$ cat src/silq_pkg.sv
`timescale 1ns / 1ps
`default_nettype none

package silq_pkg;

    // Channels covered by the configuration registers and the wide pin fields
    localparam int CFG_CH       = 8;
    localparam int CHANNELS_DEF = 8;
    localparam int LOCK_W       = 10;
    localparam int CFG_W        = 24;
    localparam int CFG_IDX_W    = 3;

    // Item operations
    localparam logic [1:0] OP_TICK   = 2'd0;
    localparam logic [1:0] OP_PIN    = 2'd1;
    localparam logic [1:0] OP_RESYNC = 2'd2;

    // Register indexes
    localparam logic [CFG_IDX_W-1:0] REG_MODES     = 3'd0;
    localparam logic [CFG_IDX_W-1:0] REG_ACTIONS   = 3'd1;
    localparam logic [CFG_IDX_W-1:0] REG_FUNCTIONS = 3'd2;
    localparam logic [CFG_IDX_W-1:0] REG_HOMING    = 3'd3;
    localparam logic [CFG_IDX_W-1:0] REG_PROBING   = 3'd4;
    localparam logic [CFG_IDX_W-1:0] REG_LOCKOUT   = 3'd5;

    // Reset values
    localparam logic [15:0]       MODES_RST   = 16'h5555;
    localparam logic [LOCK_W-1:0] LOCKOUT_RST = 10'd50;

    // Channel modes
    localparam logic [1:0] MODE_NO = 2'd1;
    localparam logic [1:0] MODE_NC = 2'd2;

    // Actions
    localparam logic [2:0] ACT_STOP      = 3'd1;
    localparam logic [2:0] ACT_FAST_STOP = 3'd2;
    localparam logic [2:0] ACT_HALT      = 3'd3;
    localparam logic [2:0] ACT_PANIC     = 3'd4;
    localparam logic [2:0] ACT_RESET     = 3'd5;

    // Functions
    localparam logic [1:0] FUNC_LIMIT     = 2'd1;
    localparam logic [1:0] FUNC_INTERLOCK = 2'd2;
    localparam logic [1:0] FUNC_SHUTDOWN  = 2'd3;

    // Edge kinds
    localparam logic [1:0] EDGE_NONE     = 2'd0;
    localparam logic [1:0] EDGE_LEADING  = 2'd1;
    localparam logic [1:0] EDGE_TRAILING = 2'd2;

    // Function events
    localparam logic [2:0] FEV_NONE      = 3'd0;
    localparam logic [2:0] FEV_LIMIT     = 3'd1;
    localparam logic [2:0] FEV_SHUTDOWN  = 3'd2;
    localparam logic [2:0] FEV_DISENGAGE = 3'd3;
    localparam logic [2:0] FEV_REENGAGE  = 3'd4;

    typedef struct packed {
        logic [15:0]       modes;
        logic [23:0]       actions;
        logic [15:0]       functions;
        logic [7:0]        homing;
        logic [7:0]        probing;
        logic [LOCK_W-1:0] lock_ticks;
    } cfg_t;

    typedef struct packed {
        logic [2:0] event_channel;
        logic       change_taken;
        logic [1:0] edge_kind;
        logic       hold_request;
        logic       halt_request;
        logic       panic_request;
        logic       hard_reset_request;
        logic       snapshot_request;
        logic [2:0] function_event;
        logic       report_request;
        logic [7:0] active_levels;
    } result_t;

endpackage

`default_nettype wire

$ cat src/silq_eval.sv
`timescale 1ns / 1ps
`default_nettype none

module silq_eval #(
    parameter int CHANNELS = silq_pkg::CHANNELS_DEF
) (
    input  wire logic [1:0]                   op,
    input  wire logic [2:0]                   channel,
    input  wire logic                         pin_level,
    input  wire logic [7:0]                   raw_pins,
    input  wire silq_pkg::cfg_t               cfg,
    input  wire logic [CHANNELS-1:0]          level_cur,
    input  wire logic [silq_pkg::LOCK_W-1:0]  lockout_cur [CHANNELS],
    output logic [CHANNELS-1:0]               level_next,
    output logic [silq_pkg::LOCK_W-1:0]       lockout_next [CHANNELS],
    output silq_pkg::result_t                 res
);

    logic [1:0]          ch_mode [CHANNELS];
    logic [CHANNELS-1:0] ch_en;
    logic [CHANNELS-1:0] ch_raw;

    logic [1:0] sel_mode;
    logic [2:0] sel_act;
    logic [1:0] sel_fn;
    logic       sel_probe;
    logic       sel_lvl;
    logic       sel_lock_zero;
    logic       ch_ok;
    logic       pin_op;
    logic       sel_en;
    logic       lv;
    logic       take;

    // Channels past the register width are always disabled
    for (genvar g = 0; g < CHANNELS; g++) begin : g_ch
        if (g < silq_pkg::CFG_CH) begin : g_cfg
            assign ch_mode[g] = cfg.modes[2*g +: 2];
            assign ch_raw[g]  = raw_pins[g];
        end else begin : g_none
            assign ch_mode[g] = 2'b00;
            assign ch_raw[g]  = 1'b0;
        end
        assign ch_en[g] = (ch_mode[g] == silq_pkg::MODE_NO)
                       || (ch_mode[g] == silq_pkg::MODE_NC);
    end

    assign sel_mode  = cfg.modes[{channel, 1'b0} +: 2];
    assign sel_act   = cfg.actions[({2'b00, channel} * 5'd3) +: 3];
    assign sel_fn    = cfg.functions[{channel, 1'b0} +: 2];
    assign sel_probe = cfg.homing[channel] | cfg.probing[channel];

    always_comb
    begin
        sel_lvl       = 1'b0;
        sel_lock_zero = 1'b0;
        for (int i = 0; i < CHANNELS; i++)
        begin
            if (int'(channel) == i)
            begin
                sel_lvl       = level_cur[i];
                sel_lock_zero = (lockout_cur[i] == '0);
            end
        end

        ch_ok  = int'(channel) < CHANNELS;
        pin_op = (op == silq_pkg::OP_PIN) && ch_ok;
        sel_en = (sel_mode == silq_pkg::MODE_NO) || (sel_mode == silq_pkg::MODE_NC);
        lv     = (sel_mode == silq_pkg::MODE_NO) ? ~pin_level : pin_level;
        take   = pin_op && sel_en && sel_lock_zero && (lv != sel_lvl);

        for (int i = 0; i < CHANNELS; i++)
        begin
            level_next[i]   = level_cur[i];
            lockout_next[i] = lockout_cur[i];
            case (op)
                silq_pkg::OP_TICK:
                begin
                    if (lockout_cur[i] != '0)
                        lockout_next[i] = lockout_cur[i] - 1'b1;
                end
                silq_pkg::OP_RESYNC:
                begin
                    if (ch_en[i])
                    begin
                        level_next[i]   = (ch_mode[i] == silq_pkg::MODE_NO) ?
                                          ~ch_raw[i] : ch_raw[i];
                        lockout_next[i] = '0;
                    end
                    else
                        level_next[i] = 1'b0;
                end
                silq_pkg::OP_PIN:
                begin
                    if (pin_op && int'(channel) == i)
                    begin
                        if (!ch_en[i])
                            level_next[i] = 1'b0;
                        else if (take)
                        begin
                            level_next[i]   = lv;
                            lockout_next[i] = cfg.lock_ticks;
                        end
                    end
                end
                default: ;
            endcase
        end

        // disabled channels read inactive
        res.active_levels = '0;
        for (int i = 0; i < CHANNELS && i < silq_pkg::CFG_CH; i++)
            res.active_levels[i] = level_next[i] & ch_en[i];

        res.event_channel      = pin_op ? channel : 3'd0;
        res.change_taken       = take;
        res.edge_kind          = silq_pkg::EDGE_NONE;
        res.hold_request       = 1'b0;
        res.halt_request       = 1'b0;
        res.panic_request      = 1'b0;
        res.hard_reset_request = 1'b0;
        res.snapshot_request   = 1'b0;
        res.function_event     = silq_pkg::FEV_NONE;
        res.report_request     = 1'b0;

        if (take)
        begin
            res.edge_kind = lv ? silq_pkg::EDGE_LEADING : silq_pkg::EDGE_TRAILING;
            if (sel_probe)
            begin
                // homing / probing: snapshot on the leading edge only
                res.hold_request     = lv;
                res.snapshot_request = lv;
            end
            else
            begin
                res.report_request = 1'b1;
                if (lv)
                begin
                    case (sel_act)
                        silq_pkg::ACT_STOP,
                        silq_pkg::ACT_FAST_STOP: res.hold_request       = 1'b1;
                        silq_pkg::ACT_HALT:      res.halt_request       = 1'b1;
                        silq_pkg::ACT_PANIC:     res.panic_request      = 1'b1;
                        silq_pkg::ACT_RESET:     res.hard_reset_request = 1'b1;
                        default: ;
                    endcase
                    case (sel_fn)
                        silq_pkg::FUNC_LIMIT:     res.function_event = silq_pkg::FEV_LIMIT;
                        silq_pkg::FUNC_SHUTDOWN:  res.function_event = silq_pkg::FEV_SHUTDOWN;
                        silq_pkg::FUNC_INTERLOCK: res.function_event = silq_pkg::FEV_DISENGAGE;
                        default: ;
                    endcase
                end
                else if (sel_fn == silq_pkg::FUNC_INTERLOCK)
                    res.function_event = silq_pkg::FEV_REENGAGE;
            end
        end
    end

endmodule

`default_nettype wire

$ cat src/silq_outbuf.sv
`timescale 1ns / 1ps
`default_nettype none

// Result register with a skid stage behind it
module silq_outbuf (
    input  wire logic              clk,
    input  wire logic              rst_n,
    input  wire logic              push,
    input  wire silq_pkg::result_t push_data,
    output logic                   can_push,
    output logic                   out_valid,
    input  wire logic              out_ready,
    output silq_pkg::result_t      out_data
);

    logic              main_valid_reg;
    logic              skid_valid_reg;
    silq_pkg::result_t main_reg;
    silq_pkg::result_t skid_reg;
    logic              pop;

    assign pop       = main_valid_reg && out_ready;
    assign can_push  = !skid_valid_reg;
    assign out_valid = main_valid_reg;
    assign out_data  = main_reg;

    always_ff @(posedge clk or negedge rst_n)
    begin
        if (!rst_n)
        begin
            main_valid_reg <= 1'b0;
            skid_valid_reg <= 1'b0;
        end
        else if (skid_valid_reg)
        begin
            if (pop)
                skid_valid_reg <= 1'b0;
        end
        else if (!main_valid_reg || pop)
            main_valid_reg <= push;
        else if (push)
            skid_valid_reg <= 1'b1;
    end

    always_ff @(posedge clk)
    begin
        if (skid_valid_reg)
        begin
            if (pop)
                main_reg <= skid_reg;
        end
        else if (!main_valid_reg || pop)
        begin
            if (push)
                main_reg <= push_data;
        end
        else if (push)
            skid_reg <= push_data;
    end

endmodule

`default_nettype wire

$ cat src/switch_input_lockout_qualifier_core.sv
// Each accepted item's result is registered, in the skid stage if the result register is full.
// Throughput: one item per cycle; the whole update is one pass of logic
// between the input port and the result register, with a skid stage behind it.
// The input stalls only when both the result register and the skid stage hold.
// Reset (rst_n, asynchronous): levels inactive, lockouts zero, registers at
// their documented defaults, output empty.
`timescale 1ns / 1ps
`default_nettype none

module switch_input_lockout_qualifier_core #(
    parameter int CHANNELS = silq_pkg::CHANNELS_DEF
) (
    input  wire logic                           clk,
    input  wire logic                           rst_n,

    input  wire logic                           cfg_we,
    input  wire logic [silq_pkg::CFG_IDX_W-1:0] cfg_index,
    input  wire logic [silq_pkg::CFG_W-1:0]     cfg_data,

    input  wire logic                           in_valid,
    output logic                                in_ready,
    input  wire logic [1:0]                     op,
    input  wire logic [2:0]                     channel,
    input  wire logic                           pin_level,
    input  wire logic [7:0]                     raw_pins,

    output logic                                out_valid,
    input  wire logic                           out_ready,
    output logic [2:0]                          event_channel,
    output logic                                change_taken,
    output logic [1:0]                          edge_kind,
    output logic                                hold_request,
    output logic                                halt_request,
    output logic                                panic_request,
    output logic                                hard_reset_request,
    output logic                                snapshot_request,
    output logic [2:0]                          function_event,
    output logic                                report_request,
    output logic [7:0]                          active_levels
);

    silq_pkg::cfg_t                cfg_reg;
    logic [CHANNELS-1:0]           level_reg;
    logic [CHANNELS-1:0]           level_next;
    logic [silq_pkg::LOCK_W-1:0]   lockout_reg  [CHANNELS];
    logic [silq_pkg::LOCK_W-1:0]   lockout_next [CHANNELS];
    silq_pkg::result_t             res;
    silq_pkg::result_t             out_data;
    logic                          xfer;

    assign xfer = in_valid && in_ready;

    always_ff @(posedge clk or negedge rst_n)
    begin
        if (!rst_n)
        begin
            cfg_reg.modes      <= silq_pkg::MODES_RST;
            cfg_reg.actions    <= '0;
            cfg_reg.functions  <= '0;
            cfg_reg.homing     <= '0;
            cfg_reg.probing    <= '0;
            cfg_reg.lock_ticks <= silq_pkg::LOCKOUT_RST;
        end
        else if (cfg_we)
        begin
            unique case (cfg_index)
                silq_pkg::REG_MODES:     cfg_reg.modes      <= cfg_data[15:0];
                silq_pkg::REG_ACTIONS:   cfg_reg.actions    <= cfg_data[23:0];
                silq_pkg::REG_FUNCTIONS: cfg_reg.functions  <= cfg_data[15:0];
                silq_pkg::REG_HOMING:    cfg_reg.homing     <= cfg_data[7:0];
                silq_pkg::REG_PROBING:   cfg_reg.probing    <= cfg_data[7:0];
                silq_pkg::REG_LOCKOUT:   cfg_reg.lock_ticks <= cfg_data[silq_pkg::LOCK_W-1:0];
                default: ;
            endcase
        end
    end

    always_ff @(posedge clk or negedge rst_n)
    begin
        if (!rst_n)
        begin
            level_reg <= '0;
            for (int i = 0; i < CHANNELS; i++)
                lockout_reg[i] <= '0;
        end
        else if (xfer)
        begin
            level_reg <= level_next;
            for (int i = 0; i < CHANNELS; i++)
                lockout_reg[i] <= lockout_next[i];
        end
    end

    silq_eval #(
        .CHANNELS(CHANNELS)
    ) u_eval (
        .op          (op),
        .channel     (channel),
        .pin_level   (pin_level),
        .raw_pins    (raw_pins),
        .cfg         (cfg_reg),
        .level_cur   (level_reg),
        .lockout_cur (lockout_reg),
        .level_next  (level_next),
        .lockout_next(lockout_next),
        .res         (res)
    );

    silq_outbuf u_outbuf (
        .clk      (clk),
        .rst_n    (rst_n),
        .push     (xfer),
        .push_data(res),
        .can_push (in_ready),
        .out_valid(out_valid),
        .out_ready(out_ready),
        .out_data (out_data)
    );

    assign event_channel      = out_data.event_channel;
    assign change_taken       = out_data.change_taken;
    assign edge_kind          = out_data.edge_kind;
    assign hold_request       = out_data.hold_request;
    assign halt_request       = out_data.halt_request;
    assign panic_request      = out_data.panic_request;
    assign hard_reset_request = out_data.hard_reset_request;
    assign snapshot_request   = out_data.snapshot_request;
    assign function_event     = out_data.function_event;
    assign report_request     = out_data.report_request;
    assign active_levels      = out_data.active_levels;

    // input only backs up when a result is waiting
    a_stall_needs_output: assert property (@(posedge clk) disable iff (!rst_n)
        !in_ready |-> out_valid)
        else $error("input stalled with no result pending");

    a_take_has_edge: assert property (@(posedge clk) disable iff (!rst_n)
        xfer && res.change_taken |-> res.edge_kind != silq_pkg::EDGE_NONE)
        else $error("accepted change without an edge");

    a_snapshot_exclusive: assert property (@(posedge clk) disable iff (!rst_n)
        xfer && res.snapshot_request |->
            res.function_event == silq_pkg::FEV_NONE && !res.report_request
            && res.hold_request)
        else $error("snapshot mixed with normal-mode requests");

    a_one_action: assert property (@(posedge clk) disable iff (!rst_n)
        xfer |-> $onehot0({res.hold_request, res.halt_request,
                           res.panic_request, res.hard_reset_request}))
        else $error("more than one action raised");

    a_tick_no_change: assert property (@(posedge clk) disable iff (!rst_n)
        xfer && op != silq_pkg::OP_PIN |=> level_reg == $past(level_next)
            && !$past(res.change_taken))
        else $error("non-pin item produced a change");

endmodule

`default_nettype wire

$ cat config.mk
export PLATFORM = sky130hd
export DESIGN_NAME = switch_input_lockout_qualifier_core
export DESIGN_NICKNAME = d
export VERILOG_FILES = /design/src/silq_pkg.sv /design/src/silq_eval.sv /design/src/silq_outbuf.sv /design/src/switch_input_lockout_qualifier_core.sv
export SDC_FILE = /design/constraint.sdc
export NUM_CORES = 1
export LEC_CHECK = 0
export ABC_AREA = 1
export BUFFER_PORTS_ARGS = -buffer_cell sky130_fd_sc_hd__buf_2
export CAP_MARGIN = 15
export CORE_MARGIN = 8
export CORE_UTILIZATION = 46
export DETAILED_ROUTE_END_ITERATION = 8
export PLACE_DENSITY_LB_ADDON = 0.1
export SYNTH_ARGS = -nofsm -noshare
export SYNTH_HDL_FRONTEND = slang
export SYNTH_SLANG_ARGS = --single-unit
$ cat constraint.sdc
create_clock -name clk -period 5.8 [get_ports clk]
set_input_delay 0.87 -clock clk [delete_from_list [all_inputs] [get_ports clk]]
set_output_delay 0.87 -clock clk [all_outputs]
set_load 0.01 [all_outputs]
-- Word level (Yosys, flattened, before mapping)
Index checks and enable logic that the tools add are counted.
- bitwise operators: 20
- $mul: 1
- equality and inequality tests: 75
- mux-type cells: 133
- reduce and logical (&&, ||, !) cells: 65
- add/sub/neg operators: 8
- order comparisons: 1
- shift-type cells: 3
- operator list (cell ; count):
    10-bit 2-to-1 mux ; 33
    10-bit one-hot mux with 3 select lines ; 8
    23-bit 2-to-1 mux ; 4
    10-bit zero test ; 8
    10-bit nonzero test ; 8
    10-bit by 1-bit subtractor with 10-bit output (second input constant) ; 8
    1-bit 2-to-1 mux ; 69
    7-bit AND reduction ; 8
    2-bit by 1-bit inequality test with 1-bit output (second input constant) ; 24
    16-bit by 5-bit variable part select with 2-bit output ; 2
    2-bit equality test (second input constant) ; 12
    3-bit equality test (second input constant) ; 8
    24-bit by 6-bit variable part select with 3-bit output ; 1
    2-bit by 1-bit equality test with 1-bit output (second input constant) ; 11
    2-bit inequality test (second input constant) ; 10
    3-bit by 2-bit equality test with 1-bit output (second input constant) ; 6
    1-bit one-hot mux with 2 select lines ; 8
    2-bit AND reduction ; 7
    1-bit logical AND ; 13
    3-bit 2-to-1 mux ; 4
    11-bit 2-to-1 mux ; 1
    1-bit NOT ; 11
    1-bit logical OR ; 10
    3-bit by 1-bit equality test with 1-bit output (second input constant) ; 3
    other kinds (16) ; 29
- output and inout bits: 25
- word-level logic and storage cells: 345
- bits of input ports: 46
- bits in registers: 218

-- Longest topological paths before layout
Gate-level depths: netlist of the first run.
- depth in word-level cells: 19
- mapped depth: 23
- gate-level depth less buffers: 20

-- Modules after synthesis
A second synthesis of the first run with hierarchy kept.
- cell total of the unflattened synthesis: 2267
- area total of the unflattened synthesis: 14950.6 sq um
- by module, submodules not included (module ; seq. area each (sq um) ; times used ; area an instance (sq um) ; cells an instance):
    switch_input_lockout_qualifier_core ; 4267.8 ; 1 ; 6593.8 ; 737
    silq_eval ; 0.0 ; 1 ; 6525.0 ; 1391
    silq_outbuf ; 1431.4 ; 1 ; 1831.8 ; 139

-- Worst setup path after synthesis of the first run
No wires, ideal clock.
- path kind: input to register
- from: input port channel[0]
- to: register lockout_reg[48] (netlist name)
- path buffers: 4
- data required time: 5.679 ns
- cell stages on the path: 21
- library setup time: 0.121 ns
- arrival: 3.483 ns
- setup slack: 2.196 ns
- path through: buf_2 -> nand2_4 -> inv_1 -> clkbuf_1 -> a22oi_1 -> o21ai_0 -> o32ai_1 -> ha_1 -> or2_2 -> nand2_1 -> inv_1 -> nand3_1 -> nand2_4 -> nor2_4 -> inv_2 -> nand2_2 -> nand2_4 -> buf_6 -> nor2_4 -> buf_6 -> o21ai_2
- longest elaborated chain between the ends: 13
- elaborated cells between the ends (all ways): 37
- those cells by class: 12 x eq/ne; 1 x shift; 17 x mux; 7 x reduce/logical
- RTL lines (item ; RTL line ; RTL):
    from (decl) ; switch_input_lockout_qualifier_core.sv:23 ; input wire logic [2:0] channel,
    3-bit zero test ; silq_eval.sv:59 ; if (int'(channel) == i)
    1-bit 2-to-1 mux (8 in series) ; silq_eval.sv:59 ;
    1-bit inequality test or 1-bit logical AND (tied branches) ; silq_eval.sv:70 ; take = pin_op && sel_en && sel_lock_zero && (lv != sel_lvl);
    1-bit logical AND ; silq_eval.sv:70 ;
    2-bit inequality test (no source line) ; -- ;
    7-bit AND reduction (no source line) (*) ; -- ;
    to (signal, indexed assignment) ; switch_input_lockout_qualifier_core.sv:90 ; lockout_reg[i] <= lockout_next[i];
    to (decl) ; switch_input_lockout_qualifier_core.sv:45 ; logic [silq_pkg::LOCK_W-1:0] lockout_reg [CHANNELS];
Every way passes the cells marked *; elsewhere a longest branch is shown, timed or not.
A chain may end at the register's enable or synchronous reset.

-- Worst setup path in the final report of the first run
- from: input port channel[1]
- to: register lockout_reg[41] (netlist name)
The elaborated chain is that of the path after synthesis.

==> summary.txt, run 1 <==
Run status
  • Status: finished clean

Logic synthesis
  • Cell variety after synth: between 40 and 50
  • Net Count, Synth: 1566
  • Cell Area, Synth: 12100 sq um
  • Simple-gate share of the synthesized area: 0.233
  • Ys flop type: dfrtp_1
  • Synth Area in Compound Gates: 0.159
  • Cell count after synthesis: 1492
  • Post-synth EDFFs: 46
  • Mean post-synth cell area: a little over 8 sq um
  • Flops & latches, synth: 218
  • Post-synth ARST share: 0.789
  • Mux cell area share after synthesis: 0.00467
  • Main combinational cell family by area after synthesis: simple AND/OR/NAND/NOR gates
  • Register area share after synthesis: 0.472
  • Ys Warns: 0
  • XOR/XNOR Fraction of Synth Area: 0.0261
  • Post-Synth Adder-Cell Area: 0.0290

Critical path
  • WP depth: 17
  • CP top delay family: simple AND/OR/NAND/NOR gates
  • Crit path arrival time: 4.24 ns
  • Crit. Startpoint: channel[1]
  • Worst r2r path cells: 16
  • Worst path max stage delay: roughly 0.5 ns
  • Worst path slowest cell: nor2_4
  • Worst reg2reg endpoint: lockout_reg[41]
  • Crit-path cells: buf_2 -> inv_2 -> nor2_2 -> nand2_1 -> nand4_1 -> nor2_1 -> a31oi_1 -> ha_1 -> nor3_1 -> nand2_2 -> nor2_4 -> inv_2 -> nand2_2 -> nand2_4 -> nor2_4 -> nand2_1 -> o21ai_2
  • WP buf/inv: 3
  • CP max FO: 20
  • CP required: 6.26 ns
  • Reg2reg setup slack: 2.34 ns
  • Setup crit end: lockout_reg[41]
  • CP endpoint kind: register
  • CP Launch Type: input pin
  • Crit Path Class: in -> reg
  • Reg2reg start: lockout_reg[0]

Finish
  • Final net count: around 1.6k
  • Fin util: 0.519
  • Synthesis-to-layout area growth: 11.4%
  • Largest register FFs: 82
  • Share of layout cells above drive strength 1: 0.139
  • N_diodes: 0
  • Final Cell Area: 13400 sq um
  • Non-Filler Instances: 1900

CTS
  • Clock-pin slew on the worst setup and hold paths: 0.06 ns
  • Sink Count: 218
  • Postcts setup bufs: 0
  • Num CTS Buffers: 26
  • CTS-repair resized insts: 0
  • H-tree Lvls: 1
  • CTS tree: done
  • Hold Buf Count CTS: 0
  • Clock root buffer master: clkbuf_16
  • Skew-Pair Late Insertion Delay: 0.53 ns
  • Clock tree buffer depth: 3

Power and ir drop
  • Total power density per cell area: 482 nW/um^2
  • Net Sw Power: ~2600 uW
  • Final Power: 6480 uW
  • Clk pwr share: 0.235
  • Switching share of total power: 0.399
  • P_leak: around 0.0063 uW
  • Sequential Power Share: 0.372
  • Worst vdd rail ir drop: roughly 0.00025 V
  • P_int: between 3000 and 4000 uW
  • Combinational share of power: 0.393

Global routing
  • Gr usage total: 0.206
  • First-pass GRT wire length: 52200 um
  • Initial antenna violation count: 1
  • Vias in the first global route: 9628
  • GRT overflow: 0
  • Largest net degree at the start of global routing: about 170

Floorplanning
  • Die height: 178 um
  • Initial Utilization: 0.466
  • Io pins: 71
  • Die Wd: 178 um
  • # rows: between 50 and 60
  • Core area: 25900 sq um
  • Die Area: between 30000 and 40000 sq um

Detailed routing
  • Starting DRC count in detailed routing: 860
  • Number of remaining DRC errors: 0
  • DR vias/cell: 5.24
  • Number of antenna-violating nets in the routed design: 0
  • WL/cell: 16.9 um
  • Vias: 9958
  • Final WL: between 30000 and 40000 um
  • Drt pass-1 iters: 5

STA
  • Final TNS setup: 0 ns
  • Final Max Tran Viols: 0
  • Layout Skew: approximately 0.018 ns
  • Final setup fails: 0
  • Crit path time final: 3.79 ns
  • RSZ-0062 raised after global routing: no
  • Slew margin rel.: 0.271
  • Peak Freq: 264 MHz
  • Final Hold Viols: 0
  • Final Cycle Share: 0.653
  • Least-Margin Pin Slew: 1.09 ns

Min path
  • Min-delay worst type: in -> async

Placed design
  • Hpwl dp: 22000 um
  • IO Port Bufs: 70
  • Placed cells: 1851
  • DP Area: 12600 sq um
  • GPL Wtd Cong: ~0.92

Flow run
  • Maxcap violations: 0
stage by stage:
stage	hold WS, ns	setup slack (ns)
floorplan	0.448	2.20
global placement	0.466	1.67
detailed placement	0.469	1.53
CTS	0.484	2.06
global route	0.502	1.67
finish	0.457	2.01
how the worst min path moves through the flow:
stage                 endpoint  slack, ns
6_report       lockout_reg[64]       0.46
5_1_grt            cfg_reg[22]       0.50
4_1_cts            cfg_reg[22]       0.48
3_5_place_dp       cfg_reg[22]       0.47
3_3_place_gp       cfg_reg[15]       0.47
2_1_floorplan      cfg_reg[10]       0.45
power groups by stage:
stage / sequential [uW] / combinational, uW / clock (uW)
finish: 2410 / 2540 / 1520
global placement: 2430 / 2470 / 0
detailed placement: 2430 / 2520 / 0
global route: 2480 / 2920 / 1620
CTS: 2410 / 2540 / 1560
floorplan: 2380 / 1950 / 0
placed cells by master, fill, tap and decap left out, types with 5 or more instances in the layout:
master / instances
inv_2: 6
buf_2: 69
xor2_1: 34
clkbuf_16: 26
nand2_1: 373
clkinv_2: 6
o211ai_1: 5
mux2_2: 5
inv_1: 162
nand2_2: 16
o31ai_1: 5
nand3_1: 44
buf_4: 6
a21oi_1: 18
o21ai_2: 40
nor2_4: 9
a211oi_1: 6
o21ai_0: 192
nand4_1: 23
edfxtp_1: 46
ha_1: 28
dfrtp_1: 161
clkbuf_1: 6
o21ai_1: 11
a31oi_1: 10
clkinv_1: 5
o21bai_1: 8
dfstp_2: 11
a22oi_1: 15
nor3_1: 31
nor2_1: 148
routing by layer:
metal	track usage	routed length, um	up-vias	share of wire
met5	0	9	-	0.00028
met4	0.0524	569	2	0.018
met1	0.306	15800	4647	0.49
met3	0.0271	1860	43	0.058
met2	0.311	13900	262	0.43
li1	-	-	5004	-
cell families (layout without fill, tap and decap cells):
logic type,count (synthesis),after routing
AO/OA/AOI/OAI,323,323
flip-flops,218,218
XOR/XNOR,36,36
AND/OR/NAND/NOR,659,659
adder cells (fa/ha/maj),28,28
multiplexers,5,5
buffers and inverters,223,296
final cells by class:
class / count / area (sq um)
Tap cell: 335 / 419
Clock buffer: 36 / 728
Timing Repair Buffer: 78 / 437
Fill cell: 2526 / 12500
Sequential cell: 218 / 5700
Clock inverter: 12 / 72.6
Multi-Input combinational cell: 1051 / 5450
Inverter: 170 / 638
cells in the mapped netlist, drive strengths merged, types with 18 or more instances:
cell type / n / area share
dfrtp: 161 / 0.33
nand3: 44 / 0.018
nor2: 162 / 0.058
nand2: 392 / 0.13
xor2: 34 / 0.025
inv: 168 / 0.052
nand4: 23 / 0.012
a21oi: 18 / 0.0075
nor3: 31 / 0.013
edfxtp: 46 / 0.11
clkbuf: 37 / 0.012
o21ai: 243 / 0.11
ha: 28 / 0.029
Note: power is estimated with default switching activity, not from simulation.
==> run 2: changes to the inputs <==
==> constraint.sdc (replaced) <==
create_clock -name clk -period 3.1 [get_ports clk]
set_input_delay 0.465 -clock clk [delete_from_list [all_inputs] [get_ports clk]]
set_output_delay 0.465 -clock clk [all_outputs]
set_load 0.01 [all_outputs]
==> summary.txt, run 2 (synthesized netlist as in run 1, its figures left out) <==
CTS
  • Clock root buffer master: clkbuf_16
  • CTS tree: done
  • Clock tree buffer depth: 3 (unchanged)
  • Clock-pin slew on the worst setup and hold paths: 0.06 ns (about the same)
  • Num CTS Buffers: 25 (-3.8%)
  • H-tree Lvls: 1 (unchanged)
  • Sink Count: 218 (unchanged)
  • Skew-Pair Late Insertion Delay: 0.54 ns (about the same)

Critical path
  • Crit-path cells: inv_1 -> ha_1 -> inv_1 -> nor3_1 -> nand2_1 -> nor2_2 -> nand3_1 -> nand2_1 -> inv_1 -> nand4_1 -> nand2_2 -> nor2_4 -> inv_2 -> nand2_2 -> nand2_4 -> nor2_4 -> buf_12 -> nand2_1 -> o21ai_2
  • Worst path slowest cell: dfrtp_1
  • CP max FO: 20 (unchanged)
  • Crit path arrival time: 3.23 ns (-1.01 ns)
  • Worst path max stage delay: 0.37 ns (-0.14 ns)
  • CP Launch Type: register
  • CP endpoint kind: register
  • Crit Path Class: reg -> reg
  • CP required: 3.56 ns (-2.70 ns)

Run status
  • Status: complete, but fails checks
  • Failing checks: negative hold slack

STA
  • Layout Skew: 0.0110 ns (-0.00741 ns)
  • RSZ-0062 raised after global routing: no
  • Final setup fails: 0 (unchanged)
  • Final WS setup: 0.334 ns (-1.68 ns)
  • Slew margin rel.: 0.383 (+0.111)
  • Min Hold Slack: -0.0184 ns (-0.475 ns)
  • Final TNS setup: 0 ns (unchanged)
  • Final Max Tran Viols: 0 (unchanged)
  • Peak Freq: 362 MHz
  • Crit path time final: 2.77 ns
  • Final Hold Viols: 10 (+10)
  • Final Cycle Share: 0.892
  • Least-Margin Pin Slew: 0.924 ns (-0.166 ns)

Power and ir drop
  • Worst vdd rail ir drop: 0.000573 V (+130%)
  • P_leak: 0.00656 uW (+3.8%)
  • Total power density per cell area: 892 nW/um^2 (+85%)

Floorplanning
  • Die Wd: 178 um (unchanged)
  • Initial Utilization: 0.466 (unchanged)
  • Io pins: 71 (unchanged)
  • Die height: 178 um (unchanged)
  • Die Area: 31700 sq um (unchanged)
  • # rows: 59 (unchanged)
  • Core area: 25900 sq um (unchanged)

Flow run
  • Maxcap violations: 0 (unchanged)

Detailed routing
  • WL/cell: 16.5 um (-2.5%)
  • Drt pass-1 iters: 6 (+1)
  • Number of remaining DRC errors: 0 (unchanged)
  • DR vias/cell: 5.25 (+0.19%)
  • Number of antenna-violating nets in the routed design: 0 (unchanged)
  • Starting DRC count in detailed routing: 786 (-8.6%)
  • Final WL: 31900 um (-0.78%)
  • Vias: 10.2k (+1.9%)

Placed design
  • Placed cells: 1888 (+2.0%)
  • GPL Wtd Cong: 0.903 (-1.6%)
  • Hpwl dp: 22600 um (+2.6%)
  • Placement Setup Slack: 0.0392 ns (-1.49 ns)
  • IO Port Bufs: 70 (unchanged)

Finish
  • Non-Filler Instances: 1933 (+1.7%)
  • Most frequent cells in the layout: 373 x nand2_1, 192 x o21ai_0, 162 x inv_1, 161 x dfrtp_1, 147 x nor2_1
  • Largest register FFs: 82 (unchanged)
  • Fillers: 2461 (-2.6%)
  • Final net count: 1654 (+2.2%)
  • Most common cell after layout, fill and taps aside: nand2_1
  • Synthesis-to-layout area growth: 15.1%
  • N_diodes: 0 (unchanged)
  • Share of layout cells above drive strength 1: 0.160 (+0.0215)

Global routing
  • Vias in the first global route: 9548 (-0.83%)
  • Gr usage total: 0.203 (-0.00311)
  • GRT overflow: 0 (unchanged)
  • Largest net degree at the start of global routing: 77 (-55%)
  • First-pass GRT wire length: 51500 um (-1.4%)
  • Initial antenna violation count: 0 (-1)

Min path
  • Min-delay worst type: in -> async
-- run 2: final timing paths --
kind / start / to / slack [ns] / cells after the start
worst max-delay path: lockout_reg[10] / lockout_reg[32] / 0.33 / 19
worst min-delay path: rst_n / lockout_reg[42] / -0.02 / 1
worst max register to register: lockout_reg[10] / lockout_reg[32] / 0.33 / 19
worst min register to register: cfg_reg[21] / cfg_reg[21] / 0.48 / 2
max in group asynchronous: rst_n / cfg_reg[5] / 2.26 / 2
min in group clk: cfg_data[21] / cfg_reg[63] / 0.16 / 2
-- run 2: final cells by class --
| cell class | instances | area (sq um) | share of cell area |
|---|---|---|---|
| sequential | 218 | 5700 | 0.410 |
| inverter | 170 | 638 | 0.0459 |
| multi-input combinational | 1051 | 5470 | 0.394 |
| clock inverter | 9 | 116 | 0.00838 |
| timing repair buffer | 114 | 825 | 0.0594 |
| tap | 335 | 419 | 0.0302 |
| clock buffer | 36 | 727 | 0.0523 |
-- run 2: worst max-delay path: cells and delay by family, from the launching register on --
kind | cells | cell delay, ns
AOI/OAI and AO/OA | 1 | 0.05
adders and majority gates | 1 | 0.17
buffers and inverters | 5 | 0.41
DFF | 1 | 0.37
and+or+nand+nor | 12 | 1.67
-- run 2: repair_timing --
item	CTS	global route
resized for setup	0	2
hold buffers	0	0
setup buffers	0	0
setup endpoints to repair	0	3
-- run 2: power by group --
part / switching [uW] / total, uW / internal (uW)
Combinational: 3050 / 4860 / 1810
Sequential: 566 / 4500 / 3930
Clock: 1220 / 3020 / 1800
-- run 2: per-stage QoR --
stage | utilization | total power (uW) | area [sq um]
after detailed placement | 0.503 | 9380 | 13000
after global routing | 0.536 | 13400 | 13900
final | 0.536 | 12400 | 13900
after global placement | 0.503 | 9280 | 13000
after floorplan | - | 8100 | 12100
after CTS | 0.536 | 12500 | 13900
-- run 2: layer usage --
metal  part of all wire  vias to the layer above  track usage  routed length (um)
met5                  0                        -            0                   0
met4              0.021                        0       0.0504                 662
met3              0.057                       52       0.0315                1830
met2               0.45                      255        0.314               14300
met1               0.47                     4764        0.292               15200
li1                   -                     5079            -                   -
==> run 3: changes to the inputs <==
--- a/config.mk
+++ b/config.mk
@@ -6,11 +6,11 @@
 export NUM_CORES = 1
 export LEC_CHECK = 0
 export ABC_AREA = 1
-export BUFFER_PORTS_ARGS = -buffer_cell sky130_fd_sc_hd__buf_2
 export CAP_MARGIN = 15
-export CORE_MARGIN = 8
+export CORE_MARGIN = 2
 export CORE_UTILIZATION = 46
 export DETAILED_ROUTE_END_ITERATION = 8
+export DONT_BUFFER_PORTS = 1
 export PLACE_DENSITY_LB_ADDON = 0.1
 export SYNTH_ARGS = -nofsm -noshare
 export SYNTH_HDL_FRONTEND = slang
==> summary.txt, run 3 (synthesized netlist as in run 1, its figures left out) <==
STA
  • Final Hold Viols: 172 (+162)
  • RSZ-0062 raised after global routing: no
  • Crit path time final: 2.83 ns (+0.0657 ns)
  • Final setup fails: 0 (unchanged)
  • Peak Freq: 353 MHz (-2.3%)
  • Min Hold Slack: -0.370 ns (-0.351 ns)
  • Slew margin rel.: 0.410 (+0.0268)
  • Final Cycle Share: 0.913 (+0.0212)
  • Least-Margin Pin Slew: 0.883 ns (-0.0401 ns)
  • Final Max Tran Viols: 0 (unchanged)
  • Layout Skew: 0.0240 ns (+0.0131 ns)
  • Final TNS setup: 0 ns (unchanged)

Floorplanning
  • Io pins: 71 (unchanged)
  • Core area: 25900 sq um (unchanged)
  • Die Area: 27500 sq um (-13%)
  • Die Wd: 166 um (-6.7%)
  • Initial Utilization: 0.466 (unchanged)
  • # rows: 59 (unchanged)
  • Die height: 166 um (-6.7%)

Detailed routing
  • DR vias/cell: 5.30 (+0.84%)
  • WL/cell: 17.3 um (+4.5%)
  • Starting DRC count in detailed routing: 842 (+7.1%)
  • Drt pass-1 iters: 5 (-1)
  • Vias: 9828 (-3.2%)
  • Final WL: 32000 um (+0.35%)
  • Number of remaining DRC errors: 0 (unchanged)
  • Number of antenna-violating nets in the routed design: 0 (unchanged)

CTS
  • Clock root buffer master: clkbuf_16
  • H-tree Lvls: 1 (unchanged)
  • CTS tree: done
  • Clock tree buffer depth: 3 (unchanged)
  • Skew-Pair Late Insertion Delay: 0.55 ns (about the same)
  • Clock-pin slew on the worst setup and hold paths: 0.06 ns (about the same)
  • Num CTS Buffers: 26 (+4.0%)
  • Sink Count: 218 (unchanged)

Finish
  • Share of layout cells above drive strength 1: 0.114 (-0.0465)
  • Most common cell after layout, fill and taps aside: nand2_1
  • Most frequent cells in the layout: 373 x nand2_1, 192 x o21ai_0, 162 x inv_1, 161 x dfrtp_1, 147 x nor2_1
  • Final net count: 1575 (-4.8%)
  • Largest register FFs: 82 (unchanged)
  • Synthesis-to-layout area growth: 11.5%
  • N_diodes: 0 (unchanged)
  • Fin util: 0.519 (-0.0167)
  • Fillers: 2453 (-0.33%)

Placed design
  • Hpwl dp: 21900 um (-2.9%)
  • IO Port Bufs: 0 (-100%)
  • GPL Wtd Cong: 0.909 (+0.59%)

Power and ir drop
  • Total power density per cell area: 919 nW/um^2 (+3.1%)
  • Switching share of total power: 0.389 (-0.00174)
  • Combinational share of power: 0.376 (-0.017)
  • Worst vdd rail ir drop: 0.000565 V (-1.4%)
  • P_leak: 0.00621 uW (-5.3%)
  • Sequential Power Share: 0.369 (+0.006)
  • Clk pwr share: 0.256 (+0.012)
  • Net Sw Power: 4810 uW (-0.58%)
  • P_int: 7560 uW (+0.15%)

Critical path
  • CP required: 3.51 ns (-0.05 ns)
  • Crit-path cells: inv_1 -> ha_1 -> inv_1 -> nor2_2 -> nand2_2 -> nor4_4 -> nor2_1 -> nor3_1 -> buf_4 -> nand2_2 -> nor2_4 -> inv_2 -> nand2_2 -> nand2_8 -> nor2_4 -> o21ai_2
  • Crit Path Class: reg -> reg
  • CP Launch Type: register
  • Reg2reg setup slack: 0.27 ns (-0.07 ns)
  • Worst path slowest cell: dfrtp_1
  • CP endpoint kind: register
  • Crit path arrival time: 3.24 ns (about the same)
  • Worst path max stage delay: 0.40 ns (+0.03 ns)
  • Most frequent cell on the critical path: nand2_2
  • CP max FO: 14 (-30%)

Global routing
  • Vias in the first global route: 9414 (-1.4%)
  • First-pass GRT wire length: 52200 um (+1.4%)
  • Gr usage total: 0.235 (+0.0323)
  • GRT overflow: 0 (unchanged)
  • Largest net degree at the start of global routing: 173 (+120%)
  • Initial antenna violation count: 1 (+1)

Min path
  • Min-delay worst type: in -> async

Run status
  • Failing checks: negative hold slack
  • Status: complete, but fails checks

Flow run
  • Maxcap violations: 0 (unchanged)
==> run 3: layout make-up <==
cell class	instances	area [sq um]	area share
Sequential cell	218	5700	0.423
Inverter	170	638	0.0474
Clock inverter	11	178	0.0132
Tap cell	335	419	0.0311
Multi-Input combinational cell	1052	5490	0.408
Clock buffer	37	702	0.0522
Timing Repair Buffer	33	335	0.0249
==> run 3: timing repair <==
item	4_1_cts	5_1_grt
hold endpoints to repair	172	172
gates resized for setup	0	3
setup buffers	0	4
endpoints found under the setup margin	0	83
==> run 3: final timing paths <==
check	to	cells past startpoint	start
worst min register to register	cfg_reg[10]	2	cfg_reg[10]
worst max register to register	lockout_reg[58]	16	lockout_reg[0]
min in group clk	cfg_reg[64]	1	cfg_data[22]
worst max-delay path	lockout_reg[58]	16	lockout_reg[0]
max in group asynchronous	cfg_reg[1]	0	rst_n
worst min-delay path	lockout_reg[50]	0	rst_n
==> run 3: power groups by stage <==
stage	logic (uW)	clock network (uW)	registers (uW)
floorplan	3660	0	4450
global placement	4450	0	4590
detailed placement	4560	0	4590
CTS	4580	3230	4560
global route	5390	3340	4670
finish	4640	3160	4560
==> run 3: layer usage <==
metal  routed length, um  global-route usage  vias to the layer above
met5                   0                   0                        -
met4                 741              0.0594                        0
met3                1860              0.0396                       44
met2               13900               0.351                      267
met1               15500               0.355                     4604
li1                    -                   -                     4913
==> run 3: worst max-delay path: cells and delay by family, from the launching register on <==
kind / cells / cell delay (ns)
AO/OA/AOI/OAI: 1 / 0.08
adder cells (fa/ha/maj): 1 / 0.18
buffers and inverters: 4 / 0.38
flip-flops: 1 / 0.40
AND/OR/NAND/NOR: 10 / 1.66
==> run 3: stage by stage <==
stage          cells  total power [uW]  cell area, sq um  setup WS [ns]
6_report        1856             12400             13500          0.268
3_5_place_dp    1803              9150             12500         0.0312
2_1_floorplan   1492              8100             12100         0.0319
5_1_grt         1856             13400             13500         0.0122
3_3_place_gp    1803              9040             12500          0.160
4_1_cts         1851             12400             13400         0.0898
